`src/design/thick_polyline_rasterizer_assert.svh`:
```
// Assertion macros used by the rasterizer controller.
// Needs a clock named clk and an active-low reset named arst_n in the using module.
`ifndef THICK_POLYLINE_RASTERIZER_ASSERT_SVH
`define THICK_POLYLINE_RASTERIZER_ASSERT_SVH
`ifndef NO_ASSERTIONS
`define TPR_ASSERT_IMPL(lbl, ante, cons, msg) \
	lbl: assert property (@(posedge clk) disable iff (!arst_n) (ante) |-> (cons)) else $error(msg);
`define TPR_ASSERT_NEXT(lbl, ante, cons, msg) \
	lbl: assert property (@(posedge clk) disable iff (!arst_n) (ante) |=> (cons)) else $error(msg);
`else
`define TPR_ASSERT_IMPL(lbl, ante, cons, msg)
`define TPR_ASSERT_NEXT(lbl, ante, cons, msg)
`endif
`endif

```
`src/design/tpr_pkg.sv`:
```
// Shared types and codes of the thick polyline rasterizer.
// Used by the controller, the datapath and the top level; depends on nothing.
package tpr_pkg;

	localparam logic [1:0] OP_FIRST = 2'd0;
	localparam logic [1:0] OP_NEXT  = 2'd1;
	localparam logic [1:0] OP_READ  = 2'd2;

	localparam int REG_IDX_W = 3;
	localparam int CFG_DATA_W = 40;

	localparam logic [REG_IDX_W-1:0] REG_WEST   = 3'd0;
	localparam logic [REG_IDX_W-1:0] REG_NORTH  = 3'd1;
	localparam logic [REG_IDX_W-1:0] REG_XSCALE = 3'd2;
	localparam logic [REG_IDX_W-1:0] REG_YSCALE = 3'd3;
	localparam logic [REG_IDX_W-1:0] REG_WIDTH  = 3'd4;
	localparam logic [REG_IDX_W-1:0] REG_HEIGHT = 3'd5;
	localparam logic [REG_IDX_W-1:0] REG_RADIUS = 3'd6;
	localparam logic [REG_IDX_W-1:0] REG_PAINT  = 3'd7;

	typedef struct packed {
		logic load_in;
		logic clr;
		logic mul_y;
		logic mul_hi;
		logic acc_lo;
		logic acc_hi;
		logic clamp_x;
		logic clamp_y;
		logic seg_init;
		logic set_prev;
		logic sample;
		logic disc;
		logic dda_step;
		logic rd;
		logic res_load;
	} cmd_t;

	typedef struct packed {
		logic clr_last;
		logic draw;
		logic disc_last;
		logic seg_last;
	} sts_t;

endpackage

```
`src/design/tpr_ctrl.sv`:
```
// Sequencing state machine of the rasterizer: clearing, mapping, segment walk, reads.
// Depends on tpr_pkg and the assertion header.
module tpr_ctrl (
	input  logic          clk,
	input  logic          arst_n,
	input  logic          in_valid,
	output logic          in_ready,
	input  logic [1:0]    op,
	output logic          out_valid,
	input  logic          out_ready,
	output tpr_pkg::cmd_t cmd,
	input  tpr_pkg::sts_t sts
);
	import tpr_pkg::*;
	`include "thick_polyline_rasterizer_assert.svh"

	typedef enum logic [3:0] {
		S_CLEAR, S_IDLE, S_MAP_XL, S_MAP_XH, S_MAP_XA, S_MAP_XC, S_MAP_YH, S_MAP_YA,
		S_MAP_YC, S_DECIDE, S_SEG_INIT, S_SAMPLE, S_DISC, S_RD_ADDR, S_RESULT
	} state_t;

	state_t state_q;
	logic   out_valid_q;
	logic   accept;

	assign in_ready  = (state_q == S_IDLE);
	assign accept    = in_valid & in_ready;
	assign out_valid = out_valid_q;

	always_comb begin
		cmd = '0;
		case (state_q)
			S_CLEAR: cmd.clr = 1'b1;
			S_IDLE: cmd.load_in = accept;
			S_MAP_XL: cmd.mul_hi = 1'b0;
			S_MAP_XH: begin
				cmd.mul_hi = 1'b1;
				cmd.acc_lo = 1'b1;
			end
			S_MAP_XA: cmd.acc_hi = 1'b1;
			S_MAP_XC: begin
				cmd.clamp_x = 1'b1;
				cmd.mul_y = 1'b1;
			end
			S_MAP_YH: begin
				cmd.mul_y = 1'b1;
				cmd.mul_hi = 1'b1;
				cmd.acc_lo = 1'b1;
			end
			S_MAP_YA: cmd.acc_hi = 1'b1;
			S_MAP_YC: cmd.clamp_y = 1'b1;
			S_DECIDE: cmd.set_prev = !sts.draw;
			S_SEG_INIT: begin
				cmd.seg_init = 1'b1;
				cmd.set_prev = 1'b1;
			end
			S_SAMPLE: cmd.sample = 1'b1;
			S_DISC: begin
				cmd.disc = 1'b1;
				cmd.dda_step = sts.disc_last & !sts.seg_last;
			end
			S_RD_ADDR: cmd.rd = 1'b1;
			S_RESULT: cmd.res_load = !out_valid_q || out_ready;
			default: cmd = '0;
		endcase
	end

	always_ff @(posedge clk or negedge arst_n) begin
		if (!arst_n) begin
			state_q <= S_CLEAR;
			out_valid_q <= 1'b0;
		end else begin
			if (state_q == S_RESULT && (!out_valid_q || out_ready)) begin
				out_valid_q <= 1'b1;
			end else if (out_valid_q && out_ready) begin
				out_valid_q <= 1'b0;
			end
			case (state_q)
				S_CLEAR: if (sts.clr_last) state_q <= S_IDLE;
				S_IDLE: begin
					if (accept) begin
						case (op)
							OP_FIRST, OP_NEXT: state_q <= S_MAP_XL;
							OP_READ: state_q <= S_RD_ADDR;
							default: state_q <= S_RESULT;
						endcase
					end
				end
				S_MAP_XL: state_q <= S_MAP_XH;
				S_MAP_XH: state_q <= S_MAP_XA;
				S_MAP_XA: state_q <= S_MAP_XC;
				S_MAP_XC: state_q <= S_MAP_YH;
				S_MAP_YH: state_q <= S_MAP_YA;
				S_MAP_YA: state_q <= S_MAP_YC;
				S_MAP_YC: state_q <= S_DECIDE;
				S_DECIDE: state_q <= sts.draw ? S_SEG_INIT : S_RESULT;
				S_SEG_INIT: state_q <= S_SAMPLE;
				S_SAMPLE: state_q <= S_DISC;
				S_DISC: begin
					if (sts.disc_last) begin
						state_q <= sts.seg_last ? S_RESULT : S_SAMPLE;
					end
				end
				S_RD_ADDR: state_q <= S_RESULT;
				S_RESULT: begin
					if (!out_valid_q || out_ready) begin
						state_q <= S_IDLE;
					end
				end
				default: state_q <= S_IDLE;
			endcase
		end
	end

	`TPR_ASSERT_NEXT(a_accept_leaves_idle, accept, state_q != S_IDLE, "accepted item not started")
	`TPR_ASSERT_NEXT(a_seg_end_result, state_q == S_DISC && sts.disc_last && sts.seg_last, state_q == S_RESULT, "segment end did not reach result")
	`TPR_ASSERT_IMPL(a_result_no_overwrite, out_valid_q && !out_ready, !cmd.res_load, "pending result overwritten")
endmodule

```
`config.mk`:
```
export PLATFORM = sky130hd
export DESIGN_NAME = tpr_ctrl
export DESIGN_NICKNAME = d
export VERILOG_FILES = /design/src/design/tpr_pkg.sv /design/src/design/tpr_ctrl.sv
export VERILOG_INCLUDE_DIRS = /design/src /design/src/design
export SDC_FILE = /design/constraint.sdc
export NUM_CORES = 1
export LEC_CHECK = 0
export BUFFER_PORTS_ARGS = -buffer_cell sky130_fd_sc_hd__clkbuf_2
export CAP_MARGIN = 20
export CORE_AREA = 2 2 39 41
export DETAILED_ROUTE_END_ITERATION = 10
export DIE_AREA = 0 0 41 43
export GPL_ROUTABILITY_DRIVEN = 0
export MAX_ROUTING_LAYER = met4
export PLACE_DENSITY_LB_ADDON = 0.15
export SETUP_SLACK_MARGIN = 0.5
export SLEW_MARGIN = 0
export SYNTH_ARGS = -nofsm -noshare
export SYNTH_HDL_FRONTEND = slang
export SYNTH_SLANG_ARGS = --single-unit
```
`constraint.sdc`:
```
create_clock -name clk -period 2.1 [get_ports clk]
set_clock_uncertainty 0.15 [all_clocks]
set_input_delay 0.315 -clock clk [delete_from_list [all_inputs] [get_ports clk]]
set_output_delay 0.315 -clock clk [all_outputs]
set_load 0.01 [all_outputs]
```
After elaboration in Yosys (flattened, before gate mapping)
Index checks and enable logic that the tools add are counted.
{"block": "op_classes", "n_eq_ne": 20, "muxes": 23, "n_bitwise": 2, "reduce_logical": 14}
{"op": "$pmux W4 S15", "count": 1}
{"op": "$eq A4 B4 Y1 const B", "count": 7}
{"op": "$eq A4 B3 Y1 const B", "count": 4}
{"op": "$mux W4", "count": 4}
{"op": "$mux W1", "count": 13}
{"op": "$eq A4 B2 Y1 const B", "count": 2}
{"op": "$pmux W4 S2", "count": 1}
{"op": "$reduce_or A2 Y1", "count": 4}
{"op": "$mux W3", "count": 2}
{"op": "$eq A4 B1 Y1 const B", "count": 1}
{"op": "$logic_not A4 Y1", "count": 1}
{"op": "$ne A2 B1 Y1 const B", "count": 2}
{"op": "$ne A2 B2 Y1 const B", "count": 2}
{"op": "$reduce_and A4 Y1", "count": 1}
{"op": "$logic_not A1 Y1", "count": 3}
{"op": "$and A1 B1 Y1", "count": 2}
{"op": "$eq A2 B1 Y1 const B", "count": 1}
{"op": "$eq A2 B2 Y1 const B", "count": 1}
{"op": "$logic_and A1 B1 Y1", "count": 2}
{"op": "$logic_not A2 Y1", "count": 1}
{"op": "$mux W2", "count": 1}
{"op": "$pmux W1 S2", "count": 1}
{"op": "$reduce_bool A2 Y1", "count": 1}
{"op": "$logic_or A1 B1 Y1", "count": 1}
{"block": "word_totals", "ff_bits": 5, "input_bits": 10, "output_inout_bits": 17, "word_cells": 61}

Logic depth before layout (Yosys ltp)
{"block": "logic_depth", "depth_word": 5, "depth_mapped": 6, "depth_no_buf": 4}

Least setup slack after synthesis
No wires, ideal clock.
{"block": "synth_timing", "path_kind": "register -> output", "start": "register state_q[0]", "end": "output cmd[11] in the netlist's numbering", "arrival_time_ns": 1.263, "t_required_ns": 1.635, "setup_slack_ns": 0.372, "path_stages_with_launch": 6, "path_cell_list": "dfrtp_1 buf_2 buf_1 xor2_1 and3_1 buf_4"}
{"element": "start: declaration", "line_no": "tpr_ctrl.sv:22", "source": "state_t state_q;"}
{"element": "start signal: assignment", "line_no": "tpr_ctrl.sv:96", "source": "S_DECIDE: state_q <= sts.draw ? S_SEG_INIT : S_RESULT;"}
{"element": "start signal: assignment", "line_no": "tpr_ctrl.sv:101", "source": "state_q <= sts.seg_last ? S_RESULT : S_SAMPLE;"}
{"element": "end: declaration", "line_no": "tpr_ctrl.sv:11", "source": "output tpr_pkg::cmd_t cmd,"}

==> flow_summary.toml <==
[route]
viasPerCell = 5.54
wl_met3_um = 137
dr.pass1.iters = 4
via_count = 720
drc = 0
wl_um = 2030
dr_wl_met2_um = 1030
met1_length_um = 776
routedWlPerCell_um = 15.6
ant_nets = 0
drt_first_iter_violations = 20
highest_layer = "met4"

[synth]
syn-mean-instance-area_um2 = 7.37
synth-seq-cells = 5
synth_top_area_cell = "dfrtp_1"
ys_warn_count = 0
syn-cell-area_um2 = 538
synth_top_area_share = 0.233
syn_inst = 73
yosysSeqAreaShare = 0.233
ys_top_cells_by_area = "dfrtp_1, nand2b_1, nand2_1"
synthDistinctLibCells = 33
synth_nets = 83

[sta]
period_minus_slack_ns = 1.78
slew_headroom = 0.846
hold_violations = 0
worst_pin_slew_ns = 0.231
fmax_mhz = 563
drv_slew = 0
rsz0062_at_grt = "yes"
finalCritPeriodShare = 0.846
setup_viol_count_final = 0
setup_tns_ns = 0

[global_routing]
grt_pass1_vias = 618
antenna_found_initial = 0
grt_max_degree = 11
grt_usage = 0.226
overflow = 0
grt_first_pass_wirelength_um = 2670

[worst_setup_path]
cp_data_required_time_ns = 1.63
crit_chain = "buf_6 -> nor2b_4 -> and3_4 -> buf_6"
critical_path_buf_inv_count = 2
cp_top_family = "flip-flops"
worstPathMaxFanout = 5
crit_path_start_kind = "register"
cp_num_cells = 4
cpPeakStageDelay_ns = 0.47
arrival_ns = 1.31
cp_slowest_cell = "dfrtp_2"
rr_worst_depth = 4
crit_type = "reg2out"
endpoint_kind = "output pin"
path_common_cell = "buf_6"

[floorplanning]
dieHeight_um = 43
start_util = 0.389
dieWidth_um = 41
num_rows = 14
dieArea_um2 = 1760
ios = 27
core_area_um2 = 1380

[final_layout]
antennaDiodeCount = 0
fillers = 114
fin_nets = 125
drive_above_1_share = 0.614
syn_to_final_growth_pct = 79.3
fin_util = 0.697

[clock_network]
cts_max_level = 1
root_buffer = "clkbuf_4"
cts_made_buffers = 3
path_clk_slew_ns = 0.05
clkLatencyLatePin_ns = 0.25
clock_sinks = 5
cts_buffer_depth = 2
cts_tree = "done"

[placed_design]
hpwlAfterDp_um = 1020
io_buffers = 26

[pwr]
p_leak_nw = 0.463
combinationalPowerShare = 0.784
vdd_drop_max_mv = 0.823
power_frac_clock = 0.076
swShare = 0.454
p_seq_frac = 0.140
switchingPower_mw = 0.725
p_total_mw = 1.60
powerDensity_nw_per_um2 = 1660
p_int_mw = 0.872

[status]
status = "finished, final reports clean"

[hold_path]
hp-class = "in2async"

[flow_run]
maxCapViolations = 0
[cells by family (layout without fill, tap and decap cells)]
kind of cell,count (synthesis),after routing,share of synthesized area
buffers and inverters,11,52,0.121
AND/OR/NAND/NOR,36,36,0.330
AO/OA/AOI/OAI,19,19,0.281
XOR/XNOR,1,1,0.0163
flip-flops,5,5,0.233
multiplexers,1,1,0.0186
[per-layer routing]
layer,track usage,vias to the layer above
met2,0.316,38
met5,-,-
met4,0.127,0
met3,0.0576,9
met1,0.288,333
li1,-,340
[timing repair]
item / CTS / global route
gates resized for setup: 17 / 32
hold buffers: 1 / 0
endpoints found under the hold margin: 5 / 0
pin swaps: 5 / 6
buffers inserted: 11 / 5
endpoints found under the setup margin: 18 / 18
cloned: 0 / 0
[cells in the mapped netlist]
| cell | count |
|---|---|
| buf_2 | 4 |
| and2_1 | 2 |
| buf_4 | 1 |
| a22o_1 | 1 |
| o21ai_1 | 1 |
| a311o_1 | 1 |
| or2_1 | 1 |
| nor2b_1 | 1 |
| buf_6 | 2 |
| a21oi_1 | 3 |
| clkbuf_1 | 1 |
| nor4_1 | 1 |
| nand2_1 | 9 |
| nand2b_1 | 6 |
| inv_1 | 2 |
| mux2i_1 | 1 |
| nor3_1 | 3 |
| nor2_1 | 9 |
| and3_1 | 2 |
| nor3b_1 | 1 |
| o32a_1 | 3 |
| buf_1 | 1 |
| a31oi_1 | 1 |
| o22a_1 | 1 |
| o21ai_0 | 1 |
| or3_1 | 1 |
| o22ai_1 | 1 |
| o21bai_1 | 2 |
| xor2_1 | 1 |
| o32ai_2 | 1 |
| o211ai_1 | 2 |
| a32o_1 | 1 |
| dfrtp_1 | 5 |
[through the flow]
step | std cells | setup WS (ns) | instance area (µm²) | hold WS (ns)
after global routing | 130 | 0.271 | 965 | 0.273
after detailed placement | 109 | 0.414 | 656 | -0.0138
after floorplan | 73 | 0.458 | 542 | -0.131
after global placement | 109 | 0.423 | 656 | -0.0122
after CTS | 125 | 0.336 | 842 | 0.247
final | 130 | 0.323 | 965 | 0.257
[power by group through the flow]
stage	clock network, mW	registers [mW]	logic [mW]
after floorplan	0	0.156	0.617
after global placement	0	0.220	0.689
after detailed placement	0	0.221	0.684
after CTS	0.121	0.203	0.976
after global routing	0.132	0.228	1.34
final	0.121	0.224	1.25
[flip-flops by register name, indices dropped and copies added, names as in the netlist]
name,flops
out_valid,1
state_q,4
[layout make-up]
class	count	area [µm²]	area share
inverters	2	7.51	0.00778
clock buffers	4	26.3	0.0272
flip-flops and latches	5	129	0.134
multi-input cells	57	447	0.463
repair buffers	46	335	0.348
well taps	16	20.0	0.0208
[path summary, 6_finish.rpt]
kind,startpoint,end,slack [ns]
max reg2reg,state_q[3]$_DFFE_PN0P_,state_q[2]$_DFFE_PN0P_,0.41
min,arst_n,out_valid$_DFFE_PN0P_,0.26
min in group clk,in_valid,state_q[1]$_DFFE_PN0P_,0.28
min reg2reg,out_valid$_DFFE_PN0P_,out_valid$_DFFE_PN0P_,0.45
max in group asynchronous,arst_n,state_q[2]$_DFFE_PN0P_,1.39
max,state_q[0]$_DFFE_PN0P_,cmd[0],0.32
[placed cells by master, fill, tap and decap left out, types with 3 or more instances in the layout]
cell,netlist,routed
nand2b_1,6,3
clkbuf_4,0,3
clkbuf_2,0,13
nand2_1,9,8
buf_2,4,10
nand2b_4,0,3
buf_4,1,10
o32a_1,3,3
nor2_1,9,8
buf_6,2,12
dfrtp_2,0,3
(Power assumes the default switching activity.)
